--- config.mk ---
export PLATFORM = sky130hd
export DESIGN_NAME = matrix_max_dominated_difference_core
export DESIGN_NICKNAME = d
export VERILOG_FILES = /design/src/rtl/core/mdd_pkg.sv /design/src/rtl/core/matrix_max_dominated_difference_core.sv /design/src/rtl/core/mdd_row_mem.sv /design/src/rtl/core/mdd_scan.sv /design/src/rtl/core/mdd_update.sv
export SDC_FILE = /design/constraint.sdc
export NUM_CORES = 2
export LEC_CHECK = 0
export ABC_CLOCK_PERIOD_IN_PS = 14000
export CAP_MARGIN = 20
export CORE_ASPECT_RATIO = 1.25
export CORE_MARGIN = 5
export CORE_UTILIZATION = 68
export DETAILED_ROUTE_END_ITERATION = 10
export DONT_BUFFER_PORTS = 1
export MAX_ROUTING_LAYER = met4
export PLACE_DENSITY_LB_ADDON = 0.05
export SLEW_MARGIN = 20
export SYNTH_ARGS = -nofsm -noshare
export SYNTH_HDL_FRONTEND = slang
export SYNTH_HIERARCHICAL = 1
export SYNTH_SLANG_ARGS = --single-unit
export TNS_END_PERCENT = 30
--- constraint.sdc ---
create_clock -name clk -period 14 [get_ports clk]
set_input_delay 2.8 -clock clk [delete_from_list [all_inputs] [get_ports clk]]
set_output_delay 2.8 -clock clk [all_outputs]
set_load 0.1 [all_outputs]
--- src/rtl/core/mdd_pkg.sv ---
// Package with the shared constants, types and helpers of the dominated difference core.
`timescale 1ns / 1ps

package mdd_pkg;

  // Largest matrix side that the row store holds.
  localparam int MAX_SIZE = 64;
  localparam int ADDR_W   = $clog2(MAX_SIZE);
  localparam int SIZE_W   = ADDR_W + 1;

  // Fixed field widths.
  localparam int CFG_W  = 7;
  localparam int DATA_W = 32;
  localparam int DIFF_W = DATA_W + 1;

  localparam logic [CFG_W-1:0] SIZE_RESET = CFG_W'(5);

  // Best difference before any pair is seen: the most negative 33-bit value.
  localparam logic signed [DIFF_W-1:0] BEST_RESET = {1'b1, {(DIFF_W-1){1'b0}}};

  // One element on its way from the scan stage to the update stage.
  typedef struct packed {
    logic              valid;
    logic [DATA_W-1:0] value;
    logic [ADDR_W-1:0] col;
    logic              first_row;
    logic              first_col;
    logic              last;
    logic              single;
  } stage_t;

  // Matrix side in use: zero counts as one, anything above the store depth is clamped.
  function automatic logic [SIZE_W-1:0] eff_size(input logic [CFG_W-1:0] size);
    logic [SIZE_W-1:0] n;
    if (size == '0) begin
      n = SIZE_W'(1);
    end else if (32'(size) > MAX_SIZE) begin
      n = SIZE_W'(MAX_SIZE);
    end else begin
      n = SIZE_W'(size);
    end
    return n;
  endfunction

endpackage

--- src/rtl/core/matrix_max_dominated_difference_core.sv ---
// Top level of the maximum dominated difference core.
//
// Usage: the elements of an N by N matrix arrive on the in_ channel, one
// signed 32-bit element per transfer, in row-major order. After the last
// element of each matrix one result leaves on the out_ channel: the largest
// mat(c,d) - mat(a,b) with c > a and d > b as a 33-bit signed value, and
// out_no_pair set when N is one (the difference then reads zero).
// N is written through cfg_wr_en / cfg_wr_data while the core is idle; a
// write restarts the matrix. Zero counts as one, sizes above 64 as 64.
// Throughput: one element per cycle while in_stall is low. Each element
// passes a scan stage that reads its column of the row store and an update
// stage that writes it back and loads the result register at matrix end.
// The in_ channel stalls only when a matrix ends while the previous result
// is still held by a stalled receiver.
// Reset (synchronous, rst_n low) sets N to 5 and empties the pipeline; the
// row store needs no clearing since row zero always writes an entry before
// any later row reads it.
`timescale 1ns / 1ps

module matrix_max_dominated_difference_core (
  input  logic                             clk,
  input  logic                             rst_n,
  input  logic                             cfg_wr_en,
  input  logic [mdd_pkg::CFG_W-1:0]        cfg_wr_data,
  input  logic                             in_valid,
  output logic                             in_stall,
  input  logic [mdd_pkg::DATA_W-1:0]       in_element_value,
  output logic                             out_valid,
  input  logic                             out_stall,
  output logic [mdd_pkg::DIFF_W-1:0]       out_best_difference,
  output logic                             out_no_pair
);

  mdd_pkg::stage_t            stage;
  logic                       adv;
  logic                       rd_en;
  logic [mdd_pkg::ADDR_W-1:0] rd_addr;
  logic [mdd_pkg::DATA_W-1:0] rd_data;
  logic                       wr_en;
  logic [mdd_pkg::ADDR_W-1:0] wr_addr;
  logic [mdd_pkg::DATA_W-1:0] wr_data;

  // Counters and store read.
  mdd_scan u_scan (
    .clk         (clk),
    .rst_n       (rst_n),
    .cfg_wr_en   (cfg_wr_en),
    .cfg_wr_data (cfg_wr_data),
    .in_valid    (in_valid),
    .in_value    (in_element_value),
    .in_stall    (in_stall),
    .adv         (adv),
    .stage_r     (stage),
    .rd_en       (rd_en),
    .rd_addr     (rd_addr)
  );

  // Row store of prefix minima.
  mdd_row_mem u_row_mem (
    .clk       (clk),
    .wr_en     (wr_en),
    .wr_addr   (wr_addr),
    .wr_data   (wr_data),
    .rd_en     (rd_en),
    .rd_addr   (rd_addr),
    .rd_data_r (rd_data)
  );

  // Read-modify-write of the store and the result register.
  mdd_update u_update (
    .clk                 (clk),
    .rst_n               (rst_n),
    .cfg_wr_en           (cfg_wr_en),
    .stage_r             (stage),
    .rd_data             (rd_data),
    .adv                 (adv),
    .wr_en               (wr_en),
    .wr_addr             (wr_addr),
    .wr_data             (wr_data),
    .out_valid           (out_valid),
    .out_stall           (out_stall),
    .out_best_difference (out_best_difference),
    .out_no_pair         (out_no_pair)
  );

endmodule

--- src/rtl/core/mdd_row_mem.sv ---
// Row store of prefix minima: one write port and one registered read port.
`timescale 1ns / 1ps

module mdd_row_mem (
  input  logic                             clk,
  input  logic                             wr_en,
  input  logic [mdd_pkg::ADDR_W-1:0]       wr_addr,
  input  logic [mdd_pkg::DATA_W-1:0]       wr_data,
  input  logic                             rd_en,
  input  logic [mdd_pkg::ADDR_W-1:0]       rd_addr,
  output logic [mdd_pkg::DATA_W-1:0]       rd_data_r
);

  logic [mdd_pkg::DATA_W-1:0] mem [mdd_pkg::MAX_SIZE];

  // Synchronous write and registered read.
  always_ff @(posedge clk) begin
    if (wr_en) begin
      mem[wr_addr] <= wr_data;
    end
    if (rd_en) begin
      rd_data_r <= mem[rd_addr];
    end
  end

endmodule

--- src/rtl/core/mdd_scan.sv ---
// Input stage: size register, row and column counters, and the store read request.
`timescale 1ns / 1ps

module mdd_scan (
  input  logic                             clk,
  input  logic                             rst_n,
  input  logic                             cfg_wr_en,
  input  logic [mdd_pkg::CFG_W-1:0]        cfg_wr_data,
  input  logic                             in_valid,
  input  logic [mdd_pkg::DATA_W-1:0]       in_value,
  output logic                             in_stall,
  input  logic                             adv,
  output mdd_pkg::stage_t                  stage_r,
  output logic                             rd_en,
  output logic [mdd_pkg::ADDR_W-1:0]       rd_addr
);

  logic [mdd_pkg::CFG_W-1:0]  size_r;
  logic [mdd_pkg::ADDR_W-1:0] row_r, row_nxt;
  logic [mdd_pkg::ADDR_W-1:0] col_r, col_nxt;
  logic [mdd_pkg::SIZE_W-1:0] n;
  logic                       col_end, row_end;
  logic                       accept;
  mdd_pkg::stage_t            stage_nxt;

  // The stage holds only while its element cannot move on.
  assign in_stall = stage_r.valid && !adv;
  assign accept   = in_valid && !in_stall;

  assign n       = mdd_pkg::eff_size(size_r);
  assign col_end = ({1'b0, col_r} + mdd_pkg::SIZE_W'(1)) == n;
  assign row_end = ({1'b0, row_r} + mdd_pkg::SIZE_W'(1)) == n;

  // The store entry of this column is fetched as the element is taken in.
  assign rd_en   = accept;
  assign rd_addr = col_r;

  // Next position in row-major order.
  always_comb begin
    row_nxt = row_r;
    col_nxt = col_r;
    if (cfg_wr_en) begin
      row_nxt = '0;
      col_nxt = '0;
    end else if (accept) begin
      if (col_end) begin
        col_nxt = '0;
        row_nxt = row_end ? '0 : row_r + mdd_pkg::ADDR_W'(1);
      end else begin
        col_nxt = col_r + mdd_pkg::ADDR_W'(1);
      end
    end
  end

  // Stage register contents.
  always_comb begin
    stage_nxt = stage_r;
    if (accept) begin
      stage_nxt.valid     = 1'b1;
      stage_nxt.value     = in_value;
      stage_nxt.col       = col_r;
      stage_nxt.first_row = (row_r == '0);
      stage_nxt.first_col = (col_r == '0);
      stage_nxt.last      = col_end && row_end;
      stage_nxt.single    = (n < mdd_pkg::SIZE_W'(2));
    end else if (adv) begin
      stage_nxt.valid = 1'b0;
    end
  end

  always_ff @(posedge clk) begin
    if (!rst_n) begin
      size_r        <= mdd_pkg::SIZE_RESET;
      row_r         <= '0;
      col_r         <= '0;
      stage_r.valid <= 1'b0;
    end else begin
      if (cfg_wr_en) begin
        size_r <= cfg_wr_data;
      end
      row_r         <= row_nxt;
      col_r         <= col_nxt;
      stage_r.valid <= stage_nxt.valid;
    end
    // Payload fields need no reset.
    stage_r.value     <= stage_nxt.value;
    stage_r.col       <= stage_nxt.col;
    stage_r.first_row <= stage_nxt.first_row;
    stage_r.first_col <= stage_nxt.first_col;
    stage_r.last      <= stage_nxt.last;
    stage_r.single    <= stage_nxt.single;
  end

endmodule

--- src/rtl/core/mdd_update.sv ---
// Update stage: running minima, best difference, store write-back and result register.
`timescale 1ns / 1ps

module mdd_update (
  input  logic                             clk,
  input  logic                             rst_n,
  input  logic                             cfg_wr_en,
  input  mdd_pkg::stage_t                  stage_r,
  input  logic [mdd_pkg::DATA_W-1:0]       rd_data,
  output logic                             adv,
  output logic                             wr_en,
  output logic [mdd_pkg::ADDR_W-1:0]       wr_addr,
  output logic [mdd_pkg::DATA_W-1:0]       wr_data,
  output logic                             out_valid,
  input  logic                             out_stall,
  output logic [mdd_pkg::DIFF_W-1:0]       out_best_difference,
  output logic                             out_no_pair
);

  logic signed [mdd_pkg::DATA_W-1:0] left_min_r, left_min_nxt;
  logic signed [mdd_pkg::DATA_W-1:0] diag_min_r, diag_min_nxt;
  logic signed [mdd_pkg::DIFF_W-1:0] best_r, best_nxt;
  logic signed [mdd_pkg::DIFF_W-1:0] best_upd;
  logic signed [mdd_pkg::DIFF_W-1:0] cand;
  logic signed [mdd_pkg::DATA_W-1:0] x, old, rowmin;
  logic                              go, load;
  logic                              out_valid_r, out_valid_nxt;
  logic [mdd_pkg::DIFF_W-1:0]        out_diff_r;
  logic                              out_no_pair_r;

  // The element moves on unless it ends a matrix while the result register is blocked.
  assign adv  = !(stage_r.last && out_valid_r && out_stall);
  assign go   = stage_r.valid && adv;
  assign load = go && stage_r.last;

  assign x   = $signed(stage_r.value);
  assign old = $signed(rd_data);

  // Difference against the minimum of the rectangle above and to the left.
  assign cand     = {x[mdd_pkg::DATA_W-1], x} - {diag_min_r[mdd_pkg::DATA_W-1], diag_min_r};
  assign best_upd = (!stage_r.first_row && !stage_r.first_col && (cand > best_r)) ?
                    cand : best_r;

  // Running minimum of the current row, and the store entry refresh.
  assign rowmin  = (stage_r.first_col || (x < left_min_r)) ? x : left_min_r;
  assign wr_en   = go && (stage_r.first_row || (rowmin < old));
  assign wr_addr = stage_r.col;
  assign wr_data = rowmin;

  // Next values of the running state; a matrix end or a size write starts over.
  always_comb begin
    left_min_nxt = left_min_r;
    diag_min_nxt = diag_min_r;
    best_nxt     = best_r;
    if (cfg_wr_en || load) begin
      left_min_nxt = '0;
      diag_min_nxt = '0;
      best_nxt     = mdd_pkg::BEST_RESET;
    end else if (go) begin
      left_min_nxt = rowmin;
      diag_min_nxt = stage_r.first_row ? diag_min_r : old;
      best_nxt     = best_upd;
    end
  end

  assign out_valid_nxt = load || (out_valid_r && out_stall);

  always_ff @(posedge clk) begin
    if (!rst_n) begin
      left_min_r  <= '0;
      diag_min_r  <= '0;
      best_r      <= mdd_pkg::BEST_RESET;
      out_valid_r <= 1'b0;
    end else begin
      left_min_r  <= left_min_nxt;
      diag_min_r  <= diag_min_nxt;
      best_r      <= best_nxt;
      out_valid_r <= out_valid_nxt;
    end
  end

  // Result payload, loaded once per matrix.
  always_ff @(posedge clk) begin
    if (load) begin
      out_diff_r    <= stage_r.single ? '0 : best_upd;
      out_no_pair_r <= stage_r.single;
    end
  end

  assign out_valid           = out_valid_r;
  assign out_best_difference = out_diff_r;
  assign out_no_pair         = out_no_pair_r;

endmodule

---- Word level (Yosys, flattened, before mapping) ----
Memories as Yosys holds them, arrays and structs flattened. A register that Yosys moved wholly into a read port is not among the register bits.
Cells that the tools add are included.
word-level totals
  flip-flop bits (word level) ............. 194
  memories ................................ 1
  logic and storage cells ................. 68
  bits in writable memories ............... 2048
memory list
  name           words  bits a word  read ports  clocked after Yosys merged registers in  wr ports  RTL line           source
  u_row_mem.mem  64     32           1           1                                        1         mdd_row_mem.sv:14  logic [mdd_pkg::DATA_W-1:0] mem [mdd_pkg::MAX_SIZE];
cells by class
  order comparisons ....................... 5
  bitwise operators ....................... 2
  equal/unequal tests ..................... 3
  multiplexer cells ....................... 10
  add/subtract/negate cells ............... 5
  reductions and logical operators ........ 26
operator list
  cell                   number
  $lt A32 B32 Y1         2
  $gt A33 B33 Y1         1
  $mux W33               1
  $sub A32 B32 Y33       1
  $mux W32               1
  $add A6 B1 Y7 const B  2
  $eq A7 B7 Y1           2
  $mux W7                2
  $add A6 B1 Y6 const B  2
  $logic_not A6 Y1       2
  $mux W6                2
  $logic_and A1 B1 Y1    11
  $gt A7 B7 Y1 const B   1
  $logic_not A7 Y1       1
  $lt A7 B2 Y1 const B   1
  $logic_not A1 Y1       4
  $logic_or A1 B1 Y1     4
  $mux W1                4
  $reduce_and A2 Y1      2
  $reduce_or A2 Y1       2
  $ne A2 B2 Y1 const B   1
  $not A1 Y1             2

---- Depth between registers and ports, before layout ----
  depth after elaboration ................. 8
  gate-level depth with buffers ........... 25
  gate-level depth less buffers ........... 23

---- By module ----
The synthesis kept the hierarchy.
modules (own cells, without submodules)
  module       area each (um2)  times used  cells each  sequential area each (um2)
  mdd_row_mem  78835.6          1           3324        62459.9
  mdd_update   9598.0           1           1178        2982.9
  mdd_scan     2703.8           1           223         1661.6

---- Worst setup path after synthesis ----
OpenSTA, ideal clock, no wires.
  path type ............................... register to register
  start ................................... register, netlist name u_scan/stage_r[41]
  end ..................................... memory u_row_mem/mem[48][0] (netlist name), enable pin
  path buffers ............................ 2
  path slack .............................. 5.933 ns
  data required time ...................... 13.539 ns
  period minus slack after synthesis ...... 8.067 ns
  stages on the path, launching flop included .. 25
  setup time .............................. 0.461 ns
  arrival time ............................ 7.607 ns
  cell sequence ........................... edfxtp_1 > ha_1 > clkbuf_1 > nand4_1 > nor3_1 > a22oi_1 > and3_1 > o21ai_1 > xor2_1 > nor2_1 > buf_2 > mux2_1 > ha_1 > a21o_1 > a21o_1 > a21oi_1 > nor2_1 > a211oi_1 > o21ai_0 > a2111o_1 > o2111ai_1 > and3_1 > nor2b_1 > nand4b_1 > nor3_1
between the ends
  word-level cells in the longest chain between the ends .. 8
ends and longest elaborated chain
  element                        RTL line                                    source
  $lt A32 B32 Y1                 mdd_update.sv:45                            assign rowmin = (stage_r.first_col || (x < left_min_r)) ? x : left_min_r;
  $logic_or A1 B1 Y1             mdd_update.sv:45
  $mux W32                       mdd_update.sv:45
  named net wr_data, one bit     matrix_max_dominated_difference_core.sv:41  logic [mdd_pkg::DATA_W-1:0] wr_data;
  $lt A32 B32 Y1                 mdd_update.sv:46                            assign wr_en = go && (stage_r.first_row || (rowmin < old));
  $logic_or A1 B1 Y1             mdd_update.sv:46
  $logic_and A1 B1 Y1            mdd_update.sv:46
  named net wr_en                matrix_max_dominated_difference_core.sv:39  logic wr_en;
  $mux W1                        mdd_row_mem.sv:18                           if (wr_en) begin
  $mux W1 (not written as such)  mdd_row_mem.sv:19                           mem[wr_addr] <= wr_data;
  end: declaration               mdd_row_mem.sv:14
The timed path passes the listed nets, and every way through them passes these cells.

---- Worst setup path in the final report ----
  start ................................... register, netlist name u_scan/stage_r[41]
  end ..................................... memory u_row_mem/mem[26][12] (netlist name), enable pin
between the ends
  word-level cells in the longest chain between the ends .. 8
ends and longest elaborated chain
  element                        RTL line
  $lt A32 B32 Y1                 mdd_update.sv:45
  $logic_or A1 B1 Y1             mdd_update.sv:45
  $mux W32                       mdd_update.sv:45
  named net wr_data, one bit     matrix_max_dominated_difference_core.sv:41
  $lt A32 B32 Y1                 mdd_update.sv:46
  $logic_or A1 B1 Y1             mdd_update.sv:46
  $logic_and A1 B1 Y1            mdd_update.sv:46
  named net wr_en                matrix_max_dominated_difference_core.sv:39
  $mux W1                        mdd_row_mem.sv:18
  $mux W1 (not written as such)  mdd_row_mem.sv:19
The timed path passes the listed nets, and every way through them passes these cells.

==> impl_metrics.yaml <==
run_status:
  outcome: "complete, no violations"
clock_tree:
  cts_setup_buffers: 0
  clock_sinks: 2274
  cts_made_buffers: 205
  clockBufferDepth: 3
  clock_latency_ps: 840
  cts_tree: "built"
  clk_pin_slew_ps: 70
  cts_max_level: 4
  cts_root_buf: "clkbuf_16"
  hold_buffers: 0
  postCtsResizedCells: 0
yosys:
  synthCells: 4725
  syn-num-nets: 4901
  netlist_area_sq_mm: 0.0911
  ys_seq_area_share_pct: 73.6
  synth_cell_types: 83
  synth_edf_count: 2156
  synthFlopType: "edfxtp_1"
  avgSynthCellArea_sq_um: 19.3
  ys_ff_latch: 2274
  synth-async-reset-ratio_pct: 0
  yosys_warnings: 6
layout:
  drive_gt1_share_pct: 22.1
  final_nets: 4991
  nFillCells: 7342
  syn_to_final_growth_pct: 10.4
critical_path:
  crit_path_end_kind: "register"
  crit_path_max_fanout: 65
  path_buf_inv: 3
  regToRegStartpoint: "u_scan/stage_r[41]"
  worstSetupPathType: "register to register"
  cp_common_cell: "buf_4"
  r2r_slack_ps: 5370
  worstPathRequired_ps: 14490
  crit_path_cell_trace: "ha_1 > nand4_1 > nor4_1 > o21ai_0 > o21ai_1 > xor2_1 > nor2_4 > buf_4 > mux2_2 > buf_4 > ha_1 > a21o_1 > a21o_1 > a21oi_1 > nor2_1 > a211oi_1 > o21ai_0 > a2111o_1 > o2111ai_1 > and3_1 > nor2b_1 > nand2_1 > nor2_4 > buf_4"
  reg2reg_to: "u_row_mem/mem[26][12]"
  path_delay_family: "simple AND/OR/NAND/NOR gates"
  critical_path.max_stage_delay_ps: 740
  r2r_cells: 24
  slowest_stage: "nor2_4"
  start_kind: "register"
  worstPathArrival_ps: 9120
timing:
  hold_violations: 0
  layout_min_cycle_time_ps: 8630
  max_clock_freq_mhz: 116
  finClkSkew_ps: 28.6
  timing.final.crit_share_pct: 61.7
  setup_tns_ps: 0
  setup_violations: 0
  rsz0062_at_grt: "false"
  worst_slew_pin_slew_ps: 1180
  slew_viol_final: 0
  whs_ps: 454
  relSlewSlack_pct: 21.3
drt:
  wirelength_um: 223000
  viasPerCell: 6.94
  num_vias: 46800
  route.detailed.drc: 0
  ant_nets: 0
  first_iter_violations: 5768
  wire_per_inst_um: 33.0
  drt-pass1-iter-count: 8
hold_path:
  worstHoldEndpoint: "u_update/diag_min_r[13]"
  hold_path.class: "register to register"
  min-delay-start: "u_update/diag_min_r[13]"
  min_path_cells: 2
die:
  num_rows: 150
  die_w_um: 337
  die_h_um: 419
  dieArea_sq_mm: 0.141
  io_pins: 80
  initial_utilization_pct: 68.3
  core_area_sq_mm: 0.133
grt:
  grt_pass1_wl_um: 323000
  grt_pass1_vias: 46500
  antenna_found_initial: 9
  grt-ovfl-total: 0
  grt_max_degree: 130
  gr-usage-all-layers_pct: 33.2
pwr:
  p_leak_uw: 0.0311
  ir_worst_vdd_mv: 0.142
  power_per_cell_area_mw_per_mm2: 137
placed_design:
  port-buffer-count: 0
  post-dp-hpwl_um: 129000
  routabilityCongestion: 0.954
run:
  cap_violations: 0
[cells in the mapped netlist, types with 16 or more instances]
cell	number	area share, %
buf_2	71	0.39
a21o_1	23	0.19
nor3_1	26	0.14
buf_1	23	0.095
clkbuf_1	105	0.43
inv_1	151	0.62
dfxtp_1	118	2.6
mux2_2	24	0.30
edfxtp_1	2156	71
a22oi_1	17	0.14
nand2_1	184	0.76
nor2b_1	33	0.23
nor2_1	267	1.1
a21oi_1	204	1.1
xnor2_1	26	0.25
o221ai_1	28	0.27
mux2i_1	134	1.5
nand2b_1	22	0.15
buf_4	35	0.29
mux4_2	544	13
o22ai_1	88	0.60
o21ai_0	38	0.21
ha_1	131	1.8
nand4_1	16	0.11
nand3_1	30	0.16
[stage by stage]
step | util [%] | cell area [sq um] | cells | total power [uW] | setup slack [ps]
final | 75.4 | 101000 | 6742 | 13800 | 5370
after global routing | 75.4 | 101000 | 6736 | 14200 | 5130
after CTS | 75.2 | 100000 | 6722 | 13800 | 5240
after detailed placement | 70.2 | 93700 | 6347 | 8310 | 5300
after global placement | 70.1 | 93500 | 6338 | 8290 | 5480
after floorplan | - | 91100 | 4725 | 8080 | 5930
[report_power, final]
part,total (uW),switching [uW],internal (uW)
registers,7560,39.5,7520
clock network,5590,2410,3170
logic,608,412,195
[registers in the layout (all words and copies together) (netlist names)]
| signal | cells |
|---|---|
| u_scan/row_r | 6 |
| u_scan/size_r | 7 |
| u_scan/rd_addr | 6 |
| u_update/out_best_difference | 33 |
| u_update/out_no_pair | 1 |
| u_scan/stage_r | 43 |
| u_update/out_valid | 1 |
| u_update/left_min_r | 32 |
| u_update/diag_min_r | 32 |
| u_row_mem/rd_data_r | 32 |
| u_update/best_r | 33 |
| u_row_mem/mem | 2048 |
[cell usage in the layout, fill, tap and decap left out, types with 28 or more instances in the layout]
| cell | synthesis | final |
|---|---|---|
| a21oi_1 | 204 | 204 |
| buf_4 | 35 | 103 |
| clkbuf_1 | 105 | 35 |
| clkbuf_16 | 0 | 214 |
| clkinv_1 | 0 | 53 |
| clkinv_2 | 0 | 34 |
| dfxtp_1 | 118 | 113 |
| edfxtp_1 | 2156 | 2156 |
| ha_1 | 131 | 131 |
| inv_1 | 151 | 149 |
| mux2_2 | 24 | 30 |
| mux2i_1 | 134 | 134 |
| mux4_2 | 544 | 544 |
| nand2_1 | 184 | 184 |
| nand3_1 | 30 | 28 |
| nor2_1 | 267 | 203 |
| nor2_4 | 0 | 63 |
| nor2b_1 | 33 | 33 |
| o21ai_0 | 38 | 38 |
| o221ai_1 | 28 | 28 |
| o22ai_1 | 88 | 88 |
[per-layer routing]
layer	up-vias	global-route usage [%]	wire length, um
li1	19300	-	-
met1	24300	43.3	79500
met2	2633	51.9	111000
met3	469	6.27	20000
met4	0	15.5	12300
met5	-	-	0
[logic make-up (layout without fill, tap and decap cells)]
| family | after synthesis | count (layout) | synth area share (%) |
|---|---|---|---|
| other | 0 | 11 | 0 |
| AND/OR/NAND/NOR | 657 | 657 | 3.26 |
| AO/OA/AOI/OAI | 520 | 520 | 3.66 |
| flip-flops | 2274 | 2274 | 73.6 |
| adder cells (fa/ha/maj) | 132 | 132 | 1.82 |
| buffers and inverters | 392 | 650 | 1.92 |
| XOR/XNOR | 41 | 41 | 0.409 |
| multiplexers | 709 | 709 | 15.3 |
[worst register-to-register path, delay by kind of cell, from the launching register on]
kind	cells	cell delay (ps)
adders and majority gates	2	920
and+or+nand+nor	8	2920
DFF	1	470
buffers and inverters	3	1340
xor gates and xnor gates	1	400
AOI/OAI and AO/OA	9	1940
muxes	1	300
[layout make-up]
class / instances / area, sq um / area share (%)
Clock inverter: 124 / 1150 / 1.14
Timing Repair Buffer: 124 / 1260 / 1.25
Tap cell: 1748 / 2190 / 2.17
Multi-Input combinational cell: 2059 / 22800 / 22.7
Inverter: 151 / 568 / 0.564
Sequential cell: 2274 / 67100 / 66.7
Antenna cell: 11 / 27.5 / 0.0274
Clock buffer: 251 / 5510 / 5.48
[how the worst max path moves through the flow]
stage | from | end | slack, ps | depth (start not counted)
floorplan | u_scan/stage_r[41] | u_row_mem/mem[48][0] | 5930 | 24
global placement | u_scan/stage_r[41] | u_row_mem/mem[38][21] | 5480 | 23
detailed placement | u_scan/stage_r[41] | u_row_mem/mem[38][21] | 5300 | 23
CTS | u_scan/stage_r[41] | u_row_mem/mem[38][5] | 5240 | 23
global route | u_scan/stage_r[41] | u_row_mem/mem[26][12] | 5130 | 24
finish | u_scan/stage_r[41] | u_row_mem/mem[26][12] | 5370 | 24
Power figures use the tool's default switching activity.
